===== src/hw/rtl/wsmh_pkg.sv =====
package wsmh_pkg;

  localparam int unsigned WordW = 64;
  localparam int unsigned RegAddrW = 4;
  localparam int unsigned RegDepth = 1 << RegAddrW;

  typedef struct packed {
    logic [1:0]       op;
    logic [WordW-1:0] word;
  } item_t;

  typedef struct packed {
    logic [WordW-1:0] digest_0;
    logic [WordW-1:0] digest_1;
    logic [WordW-1:0] digest_2;
    logic [WordW-1:0] digest_3;
    logic [WordW-1:0] folded;
  } result_t;

  localparam logic [1:0] OP_ABSORB     = 2'd0;
  localparam logic [1:0] OP_ABSORB_FIN = 2'd1;
  localparam logic [1:0] OP_FIN        = 2'd2;
  localparam logic [1:0] OP_NONE       = 2'd3;

  localparam logic [WordW-1:0] K_PI  = 64'h3243F6A8885A308D;
  localparam logic [WordW-1:0] K_E   = 64'h2B7E151628AE06EE;
  localparam logic [WordW-1:0] K_PHI = 64'h19E3779B97F4A7C1;
  localparam logic [WordW-1:0] K_CR  = 64'hDC743EE6B2D64695;
  localparam logic [WordW-1:0] K_MIX = 64'(K_PI * K_E * K_PHI * K_CR);
  localparam logic [WordW-1:0] K_PI2 = 64'(K_PI * 64'd2);
  localparam logic [WordW-1:0] K_E5  = 64'(K_E * 64'd5);
  localparam logic [WordW-1:0] K_PHI3 = 64'(K_PHI * 64'd3);

  localparam logic [2:0] KI_PI   = 3'd0;
  localparam logic [2:0] KI_E    = 3'd1;
  localparam logic [2:0] KI_PHI  = 3'd2;
  localparam logic [2:0] KI_CR   = 3'd3;
  localparam logic [2:0] KI_MIX  = 3'd4;
  localparam logic [2:0] KI_PI2  = 3'd5;
  localparam logic [2:0] KI_E5   = 3'd6;
  localparam logic [2:0] KI_PHI3 = 3'd7;

  localparam logic [WordW-1:0] KONST [8] = '{K_PI, K_E, K_PHI, K_CR, K_MIX, K_PI2, K_E5, K_PHI3};

  // unit operations
  localparam logic [3:0] U_ADD  = 4'd0;
  localparam logic [3:0] U_SUB  = 4'd1;
  localparam logic [3:0] U_XOR  = 4'd2;
  localparam logic [3:0] U_OR1  = 4'd3;
  localparam logic [3:0] U_SHL  = 4'd4;
  localparam logic [3:0] U_SHR  = 4'd5;
  localparam logic [3:0] U_MOVB = 4'd6;
  localparam logic [3:0] U_PASS = 4'd7;
  localparam logic [3:0] U_MUL  = 4'd8;
  localparam logic [3:0] U_MOD  = 4'd9;

  typedef struct packed {
    logic [3:0] op;
    logic [3:0] sh;
  } alu_ctl_t;

  // register file slots
  localparam logic [RegAddrW-1:0] R_S0 = 4'd0;
  localparam logic [RegAddrW-1:0] R_S1 = 4'd1;
  localparam logic [RegAddrW-1:0] R_S2 = 4'd2;
  localparam logic [RegAddrW-1:0] R_S3 = 4'd3;
  localparam logic [RegAddrW-1:0] R_M  = 4'd4;
  localparam logic [RegAddrW-1:0] R_W  = 4'd5;
  localparam logic [RegAddrW-1:0] R_T0 = 4'd6;
  localparam logic [RegAddrW-1:0] R_T1 = 4'd7;
  localparam logic [RegAddrW-1:0] R_T2 = 4'd8;
  localparam logic [RegAddrW-1:0] R_T3 = 4'd9;

  localparam logic [2:0] EM_NONE = 3'd0;
  localparam logic [2:0] EM_D0   = 3'd1;
  localparam logic [2:0] EM_D1   = 3'd2;
  localparam logic [2:0] EM_D2   = 3'd3;
  localparam logic [2:0] EM_D3   = 3'd4;
  localparam logic [2:0] EM_FOLD = 3'd5;

  typedef struct packed {
    logic [3:0]          op;
    logic [RegAddrW-1:0] dst;
    logic [RegAddrW-1:0] ra;
    logic [RegAddrW-1:0] rb;
    logic                imm;
    logic [2:0]          kidx;
    logic [3:0]          sh;
    logic [2:0]          emit;
    logic                last;
  } uop_t;

  function automatic uop_t rr(logic [3:0] op, logic [RegAddrW-1:0] dst,
                              logic [RegAddrW-1:0] a, logic [RegAddrW-1:0] b,
                              logic lst = 1'b0);
    uop_t u;
    u = '{op: op, dst: dst, ra: a, rb: b, imm: 1'b0, kidx: KI_PI, sh: 4'd0,
          emit: EM_NONE, last: lst};
    return u;
  endfunction

  function automatic uop_t ri(logic [3:0] op, logic [RegAddrW-1:0] dst,
                              logic [RegAddrW-1:0] a, logic [2:0] k,
                              logic lst = 1'b0);
    uop_t u;
    u = '{op: op, dst: dst, ra: a, rb: R_S0, imm: 1'b1, kidx: k, sh: 4'd0,
          emit: EM_NONE, last: lst};
    return u;
  endfunction

  function automatic uop_t rs(logic [3:0] op, logic [RegAddrW-1:0] dst,
                              logic [RegAddrW-1:0] a, logic [3:0] n);
    uop_t u;
    u = '{op: op, dst: dst, ra: a, rb: R_S0, imm: 1'b0, kidx: KI_PI, sh: n,
          emit: EM_NONE, last: 1'b0};
    return u;
  endfunction

  function automatic uop_t em(logic [3:0] op, logic [RegAddrW-1:0] a,
                              logic [RegAddrW-1:0] b, logic [2:0] code,
                              logic lst = 1'b0);
    uop_t u;
    u = '{op: op, dst: R_T3, ra: a, rb: b, imm: 1'b0, kidx: KI_PI, sh: 4'd0,
          emit: code, last: lst};
    return u;
  endfunction

  localparam int unsigned ProgLen = 149;
  localparam int unsigned PcW = $clog2(ProgLen);
  localparam logic [PcW-1:0] PC_RESTART = PcW'(0);
  localparam logic [PcW-1:0] PC_ABSORB  = PcW'(5);
  localparam logic [PcW-1:0] PC_FINISH  = PcW'(122);

  localparam uop_t PROG [ProgLen] = '{
    // restart
    ri(U_MOVB, R_S0, R_S0, KI_PI),
    ri(U_MOVB, R_S1, R_S0, KI_E),
    ri(U_MOVB, R_S2, R_S0, KI_PHI),
    ri(U_MOVB, R_S3, R_S0, KI_CR),
    ri(U_MOVB, R_M,  R_S0, KI_MIX, 1'b1),
    // absorb, first round
    rs(U_SHL, R_T0, R_S0, 4'd3),
    rr(U_ADD, R_T1, R_W, R_S1),
    rr(U_MUL, R_T0, R_T0, R_T1),
    rr(U_ADD, R_T0, R_T0, R_S1),
    rr(U_ADD, R_T0, R_T0, R_M),
    rr(U_XOR, R_S0, R_S0, R_T0),
    rs(U_SHL, R_T0, R_S1, 4'd5),
    rr(U_ADD, R_T1, R_W, R_S2),
    rr(U_MUL, R_T0, R_T0, R_T1),
    rr(U_ADD, R_T0, R_T0, R_S3),
    rr(U_SUB, R_T0, R_T0, R_M),
    rr(U_XOR, R_S1, R_S1, R_T0),
    rs(U_SHL, R_T0, R_S2, 4'd7),
    rr(U_ADD, R_T1, R_W, R_S3),
    rr(U_MUL, R_T0, R_T0, R_T1),
    rr(U_ADD, R_T0, R_T0, R_S0),
    rr(U_SUB, R_T0, R_T0, R_M),
    rr(U_XOR, R_S2, R_S2, R_T0),
    rs(U_SHL, R_T0, R_S3, 4'd11),
    rr(U_ADD, R_T1, R_W, R_S0),
    rr(U_MUL, R_T0, R_T0, R_T1),
    rr(U_ADD, R_T0, R_T0, R_S2),
    rr(U_ADD, R_T0, R_T0, R_M),
    rr(U_XOR, R_S3, R_S3, R_T0),
    rr(U_MUL, R_T0, R_S0, R_S1),
    rr(U_MUL, R_T0, R_T0, R_S2),
    rr(U_MUL, R_T0, R_T0, R_S3),
    rr(U_MUL, R_T0, R_T0, R_S0),
    rr(U_ADD, R_T0, R_T0, R_S1),
    rr(U_ADD, R_T0, R_T0, R_S2),
    rr(U_ADD, R_T0, R_T0, R_S3),
    rr(U_ADD, R_M,  R_T0, R_M),
    // second round
    ri(U_MUL, R_T0, R_S2, KI_CR),
    rr(U_OR1, R_T1, R_S1, R_S1),
    rr(U_MOD, R_T0, R_T0, R_T1),
    rs(U_SHR, R_T1, R_S1, 4'd3),
    rr(U_MUL, R_T1, R_S0, R_T1),
    rr(U_ADD, R_T0, R_T0, R_T1),
    rr(U_MUL, R_T1, R_W, R_S3),
    rr(U_ADD, R_T0, R_T0, R_T1),
    rr(U_ADD, R_S0, R_T0, R_M),
    ri(U_MUL, R_T0, R_S3, KI_E),
    rr(U_OR1, R_T1, R_S2, R_S2),
    rr(U_MOD, R_T0, R_T0, R_T1),
    rs(U_SHR, R_T1, R_S3, 4'd5),
    rr(U_MUL, R_T1, R_S1, R_T1),
    rr(U_ADD, R_T0, R_T0, R_T1),
    rr(U_MUL, R_T1, R_W, R_S0),
    rr(U_MUL, R_T1, R_T1, R_M),
    rr(U_ADD, R_S1, R_T0, R_T1),
    ri(U_MUL, R_T0, R_S0, KI_PHI),
    rr(U_OR1, R_T1, R_S3, R_S3),
    rr(U_MOD, R_T0, R_T0, R_T1),
    rs(U_SHR, R_T1, R_S0, 4'd7),
    rr(U_MUL, R_T1, R_S2, R_T1),
    rr(U_ADD, R_T0, R_T0, R_T1),
    rr(U_MUL, R_T1, R_W, R_S1),
    rr(U_ADD, R_T0, R_T0, R_T1),
    rr(U_ADD, R_S2, R_T0, R_M),
    ri(U_MUL, R_T0, R_S1, KI_PI),
    rr(U_OR1, R_T1, R_S0, R_S0),
    rr(U_MOD, R_T0, R_T0, R_T1),
    rs(U_SHR, R_T1, R_S2, 4'd11),
    rr(U_MUL, R_T1, R_S3, R_T1),
    rr(U_ADD, R_T0, R_T0, R_T1),
    rr(U_MUL, R_T1, R_W, R_S2),
    rr(U_MUL, R_T1, R_T1, R_M),
    rr(U_ADD, R_S3, R_T0, R_T1),
    // third round
    rr(U_MUL, R_T0, R_S0, R_S1),
    rr(U_MUL, R_T0, R_T0, R_S2),
    rr(U_MUL, R_T0, R_T0, R_S3),
    rr(U_ADD, R_T1, R_S0, R_S1),
    rr(U_ADD, R_T1, R_T1, R_S2),
    rr(U_ADD, R_T1, R_T1, R_S3),
    rr(U_OR1, R_T1, R_T1, R_T1),
    rr(U_MOD, R_T0, R_T0, R_T1),
    rr(U_SUB, R_M,  R_T0, R_M),
    ri(U_XOR, R_T0, R_S0, KI_PHI),
    ri(U_MUL, R_T0, R_T0, KI_E),
    rr(U_OR1, R_T1, R_S1, R_S1),
    rr(U_MOD, R_T0, R_T0, R_T1),
    ri(U_MUL, R_T1, R_S3, KI_PI),
    rr(U_MUL, R_T2, R_M, R_S0),
    rr(U_ADD, R_T1, R_T1, R_T2),
    rr(U_XOR, R_S0, R_T0, R_T1),
    ri(U_XOR, R_T0, R_S1, KI_CR),
    ri(U_MUL, R_T0, R_T0, KI_PHI),
    rr(U_OR1, R_T1, R_S3, R_S3),
    rr(U_MOD, R_T0, R_T0, R_T1),
    ri(U_MUL, R_T1, R_S2, KI_CR),
    rr(U_MUL, R_T2, R_M, R_S1),
    rr(U_SUB, R_T1, R_T1, R_T2),
    rr(U_XOR, R_S1, R_T0, R_T1),
    ri(U_XOR, R_T0, R_S2, KI_E),
    ri(U_MUL, R_T0, R_T0, KI_PI),
    rr(U_OR1, R_T1, R_S0, R_S0),
    rr(U_MOD, R_T0, R_T0, R_T1),
    ri(U_MUL, R_T1, R_S0, KI_E),
    rr(U_MUL, R_T2, R_M, R_S2),
    rr(U_ADD, R_T1, R_T1, R_T2),
    rr(U_XOR, R_S2, R_T0, R_T1),
    ri(U_XOR, R_T0, R_S3, KI_PI),
    ri(U_MUL, R_T0, R_T0, KI_CR),
    rr(U_OR1, R_T1, R_S2, R_S2),
    rr(U_MOD, R_T0, R_T0, R_T1),
    ri(U_MUL, R_T1, R_S1, KI_PHI),
    rr(U_MUL, R_T2, R_M, R_S3),
    rr(U_SUB, R_T1, R_T1, R_T2),
    rr(U_XOR, R_S3, R_T0, R_T1),
    rr(U_MUL, R_T0, R_S0, R_S1),
    rr(U_MUL, R_T0, R_T0, R_S2),
    rr(U_MUL, R_T0, R_T0, R_S3),
    rr(U_ADD, R_T1, R_S0, R_S1),
    rr(U_ADD, R_T1, R_T1, R_S2),
    rr(U_ADD, R_T1, R_T1, R_S3),
    rr(U_XOR, R_T0, R_T0, R_T1),
    rr(U_XOR, R_M,  R_T0, R_M, 1'b1),
    // finish
    ri(U_XOR, R_T0, R_S0, KI_PHI),
    ri(U_MUL, R_T0, R_T0, KI_E),
    rr(U_OR1, R_T1, R_S1, R_S1),
    rr(U_MOD, R_T0, R_T0, R_T1),
    ri(U_XOR, R_S0, R_T0, KI_PI2),
    ri(U_XOR, R_T0, R_S1, KI_PI),
    ri(U_MUL, R_T0, R_T0, KI_PHI),
    rr(U_OR1, R_T1, R_S3, R_S3),
    rr(U_MOD, R_T0, R_T0, R_T1),
    ri(U_XOR, R_S1, R_T0, KI_E5),
    ri(U_XOR, R_T0, R_S2, KI_CR),
    ri(U_MUL, R_T0, R_T0, KI_PI),
    rr(U_OR1, R_T1, R_S0, R_S0),
    rr(U_MOD, R_T0, R_T0, R_T1),
    ri(U_XOR, R_S2, R_T0, KI_CR),
    ri(U_XOR, R_T0, R_S3, KI_PI),
    ri(U_MUL, R_T0, R_T0, KI_E),
    rr(U_OR1, R_T1, R_S1, R_S1),
    rr(U_MOD, R_T0, R_T0, R_T1),
    ri(U_XOR, R_S3, R_T0, KI_PHI3),
    em(U_PASS, R_S0, R_S0, EM_D0),
    em(U_PASS, R_S1, R_S1, EM_D1),
    em(U_PASS, R_S2, R_S2, EM_D2),
    em(U_PASS, R_S3, R_S3, EM_D3),
    rr(U_XOR, R_T0, R_S0, R_S1),
    rr(U_XOR, R_T0, R_T0, R_S2),
    em(U_XOR, R_T0, R_S3, EM_FOLD, 1'b1)
  };

endpackage


===== src/hw/rtl/wsmh_alu.sv =====
module wsmh_alu (
  input  logic                        clk,
  input  logic                        rst,
  input  logic                        start,
  input  wsmh_pkg::alu_ctl_t          ctl,
  input  logic [wsmh_pkg::WordW-1:0]  a,
  input  logic [wsmh_pkg::WordW-1:0]  b,
  output logic                        done,
  output logic [wsmh_pkg::WordW-1:0]  res
);
  import wsmh_pkg::*;

  localparam int unsigned HalfW = WordW / 2;
  localparam int unsigned CntW = $clog2(WordW);

  logic             run;
  logic [3:0]       op_r;
  logic [CntW-1:0]  cnt;
  logic [WordW-1:0] xa;
  logic [WordW-1:0] xb;
  logic [WordW-1:0] acc;
  logic [WordW-1:0] rem;

  logic [HalfW-1:0] mx;
  logic [HalfW-1:0] my;
  logic [WordW-1:0] prod;
  logic [WordW-1:0] acc_next;
  logic [WordW:0]   trial;
  logic [WordW-1:0] rem_next;
  logic [WordW-1:0] simple;

  // 64x64 low product from three 32x32 partial products
  always_comb begin
    unique case (cnt[1:0])
      2'd0:    begin mx = xa[HalfW-1:0];     my = xb[HalfW-1:0];     end
      2'd1:    begin mx = xa[HalfW-1:0];     my = xb[WordW-1:HalfW]; end
      default: begin mx = xa[WordW-1:HalfW]; my = xb[HalfW-1:0];     end
    endcase
    prod = WordW'(mx) * WordW'(my);
    if (cnt == '0) begin
      acc_next = prod;
    end else begin
      acc_next = acc + {prod[HalfW-1:0], {HalfW{1'b0}}};
    end
  end

  // one remainder bit per cycle
  always_comb begin
    trial = {rem, xa[WordW-1]};
    if (trial >= {1'b0, xb}) begin
      rem_next = WordW'(trial - {1'b0, xb});
    end else begin
      rem_next = trial[WordW-1:0];
    end
  end

  always_comb begin
    unique case (ctl.op)
      U_ADD:   simple = a + b;
      U_SUB:   simple = a - b;
      U_XOR:   simple = a ^ b;
      U_OR1:   simple = a | WordW'(1);
      U_SHL:   simple = a << ctl.sh;
      U_SHR:   simple = a >> ctl.sh;
      U_MOVB:  simple = b;
      default: simple = a;
    endcase
  end

  always_ff @(posedge clk) begin
    if (rst) begin
      run  <= 1'b0;
      done <= 1'b0;
    end else begin
      if (start) begin
        op_r <= ctl.op;
        xa   <= a;
        xb   <= b;
        cnt  <= '0;
        rem  <= '0;
        if (ctl.op == U_MUL || ctl.op == U_MOD) begin
          run  <= 1'b1;
          done <= 1'b0;
        end else begin
          res  <= simple;
          done <= 1'b1;
        end
      end else if (run) begin
        cnt <= cnt + CntW'(1);
        if (op_r == U_MUL) begin
          acc <= acc_next;
          if (cnt == CntW'(2)) begin
            res  <= acc_next;
            run  <= 1'b0;
            done <= 1'b1;
          end else begin
            done <= 1'b0;
          end
        end else begin
          rem <= rem_next;
          xa  <= xa << 1;
          if (cnt == CntW'(WordW - 1)) begin
            res  <= rem_next;
            run  <= 1'b0;
            done <= 1'b1;
          end else begin
            done <= 1'b0;
          end
        end
      end else begin
        done <= 1'b0;
      end
    end
  end

endmodule


===== config.mk =====
export PLATFORM = sky130hd
export DESIGN_NAME = wsmh_alu
export DESIGN_NICKNAME = d
export VERILOG_FILES = /design/src/hw/rtl/wsmh_pkg.sv /design/src/hw/rtl/wsmh_alu.sv
export SDC_FILE = /design/constraint.sdc
export NUM_CORES = 2
export LEC_CHECK = 0
export BUFFER_PORTS_ARGS = -buffer_cell sky130_fd_sc_hd__buf_2
export CORE_MARGIN = 1
export CORE_UTILIZATION = 25
export DETAILED_ROUTE_END_ITERATION = 10
export PLACE_DENSITY = 0.42
export SKIP_LAST_GASP = 1
export SYNTH_ARGS = -nofsm -noshare
export SYNTH_HDL_FRONTEND = slang
export SYNTH_SLANG_ARGS = --single-unit

===== constraint.sdc =====
create_clock -name clk -period 20.4 [get_ports clk]
set_input_delay 4.08 -clock clk [delete_from_list [all_inputs] [get_ports clk]]
set_output_delay 4.08 -clock clk [all_outputs]
set_load 0.005 [all_outputs]

==> run summary <==
Worst-Margin Slew - 1.370 ns
Tmin final - 12.57 ns
Compound-Gate Fraction of Synth Area - 14.55%
ranking of synthesized cells by area - fa_1 (28%), edfxtp_1 (15%), ha_1 (8.2%), nand2_1 (6.0%), inv_1 (5.9%)
FF+latch count, synth - 332
routed via count - 58,970
CTS tree - built
CP most frequent cell - fa_1
Critical Path End Type - flop
vias in the first global route - 59,787
crit-path max FO - 46
clk slew on worst S/H paths - 0.06 ns
pin count of the biggest net entering global routing - 82
Setup violations, final - 0
P&R area growth vs syn - 10.27%
Initial Util - 25.15%
wire per inst - 29.43 µm
Hold Path Sink - acc[2]
CP max stage cell - mux2i_2
post-synthesis instance total - 7,641
Skew-Pair Late Insertion Delay - 0.68 ns
Adder-Cell Fraction of Synth Area - 35.79%
fillers - 28,050
Syn Area/Cell - 8.539 µm²
Crit path largest cell delay - 1.05 ns
critical path class - flop to flop
DIE AREA - 263,000 µm²
Via-to-Cell Ratio - 5.345
first-pass GRT wire length - 457,100 µm
share of layout cells above drive strength 1 - 8.659%
count of flip-flops with a built-in enable after synthesis - 330
Critical Path RT - 20.73 ns
Final HPWL DP - 258,200 µm
gr ovfl total - 0
Root Buffer Master - clkbuf_16
GPL Wtd Cong - 0.9569
Post-synth ARST share - 0%
simple-gate portion of the synthesized area - 15.53%
DRT Pass-1 Iters - 7
postcts setup bufs - 0
main combinational cell family by area after synthesis - adder cells
Netlist cell types - 95
Synth Net Count - 9,107
Site Rows - 187
RR Startpoint - cnt[0]
Seq/Total Area, Yosys - 15.25%
die width - 512.9 µm
RSZ-0062 raised after global routing - false
H-tree depth - 2
worst hold stages - 2
GRT Util Overall - 24.28%
max-cap violations - 0
Worst Hold Class - flop to flop
cts bufs inserted - 48
initial antenna violation count - 36
most frequent cell after synthesis - nand2_1
final net count - 9,049
setup tns final - 0 ns
Die Height - 512.9 µm
synth warn - 0
Final Skew - 0.05223 ns
post-synth top area cell - fa_1
final period utilization - 61.62%
Port Buffer Count - 203
Reg2Reg Setup Slack - 7.83 ns
R2R cell count - 34
clk sinks - 332
core area - 259,500 µm²
outcome - complete, no violations
Worst slew margin - 6.021%
hold_sp - acc[2]
IO Pins - 204
Arr. time, crit path - 12.91 ns
DR iter-0 viols - 6,353
Synth Flop Type - edfxtp_1
number of remaining DRC errors - 0
post-synth top area share - 27.58%
final hold vios - 0
XOR/XNOR share of the synthesized area - 4.240%
max frequency - 79.55 MHz
hold buffers post-CTS - 0
final wirelength - 324,700 µm
reg2reg end - res[55]
Routed Antenna Nets - 0
Max Slew Vio Count - 0
Post-synth top cells - nand2_1 (1,051), inv_1 (1,019), fa_1 (899)
nature of the critical path startpoint - flop
clock buffer depth - 3
mux cell area share after synthesis - 6.098%
mapped cell area - 65,250 µm²
post-cts resize count - 0
-- critical path: cells and delay by family (launching register included) --
kind                       cells  cell delay (ns)
AOI/OAI and AO/OA             10             3.00
xor gates and xnor gates       2             0.36
adders and majority gates     11             4.72
buffers and inverters          3             0.83
DFF                            1             0.49
muxes                          1             1.05
and+or+nand+nor                7             1.70
-- state kept, by name, indices dropped and copies added (netlist names) --
name and flops:
acc 64, xb 64, done 1, res 64, op_r 4, cnt 6, run 1, rem 64
xa 64
-- cells by family (layout without fill, tap and decap cells) --
group	after synthesis	after routing
AO/OA/AOI/OAI	1486	1486
flip-flops	332	332
adder cells (fa/ha/maj)	1327	1327
other	0	9
buffers and inverters	1478	1459
AND/OR/NAND/NOR	2347	2347
multiplexers	356	356
XOR/XNOR	315	315
-- metal layers --
metal	global-route usage (%)	share of wire [%]	wire [µm]
met3	3.614	7.3	23830
met5	0	0.028	92
met2	38.57	45	146900
met4	7.718	3.5	11510
met1	33.61	44	142300
-- per-stage QoR --
step | util, % | hold slack, ns | instance area, µm² | setup slack, ns | instances
detailed placement | 27.07 | 0.5367 | 70240 | 7.993 | 10935
finish | 27.73 | 0.5549 | 71940 | 7.829 | 11033
floorplan | - | 0.5067 | 65250 | 6.037 | 7641
global route | 27.72 | 0.5741 | 71920 | 7.179 | 11025
CTS | 27.72 | 0.5538 | 71920 | 7.951 | 11024
global placement | 27.07 | 0.5322 | 70240 | 8.127 | 10935
-- cells in the final DEF (no fill, tap or decap), drive strengths merged, types with 46 or more instances in the layout --
cell / count
mux2i: 213
ha: 428
a21o: 131
nand3: 63
clkbuf: 56
o21bai: 46
a21oi: 361
o21ai: 387
buf: 349
nand2: 1051
edfxtp: 330
fa: 899
xor2: 121
o211ai: 61
inv: 1023
nor2: 757
nand4: 68
o22ai: 76
nand2b: 99
nor3: 73
a211oi: 48
mux2: 122
and2: 48
nor2b: 59
xnor2: 194
o21a: 73
-- cell type report --
class / count / area (µm²) / area share, %
Sequential cell: 332 / 9950 / 13.83
Tap cell: 3402 / 4257 / 5.917
Inverter: 1021 / 3834 / 5.329
Clock inverter: 33 / 422.9 / 0.5878
Antenna cell: 9 / 22.52 / 0.03130
Timing Repair Buffer: 349 / 2126 / 2.955
Clock buffer: 56 / 1262 / 1.755
Multi-Input combinational cell: 5831 / 50070 / 69.60
-- worst max-delay path by stage --
stage | cells after the start | to | from
after global routing | 35 | res[61] | cnt[1]
after floorplan | 5 | rem[0] | start
after global placement | 36 | res[55] | cnt[0]
after detailed placement | 36 | res[55] | cnt[0]
after CTS | 36 | res[55] | cnt[0]
final | 34 | res[55] | cnt[0]
Power is left out: the tool's default activity adds up to more than one toggle a clock period on the data nets, which glitch-free logic cannot reach.
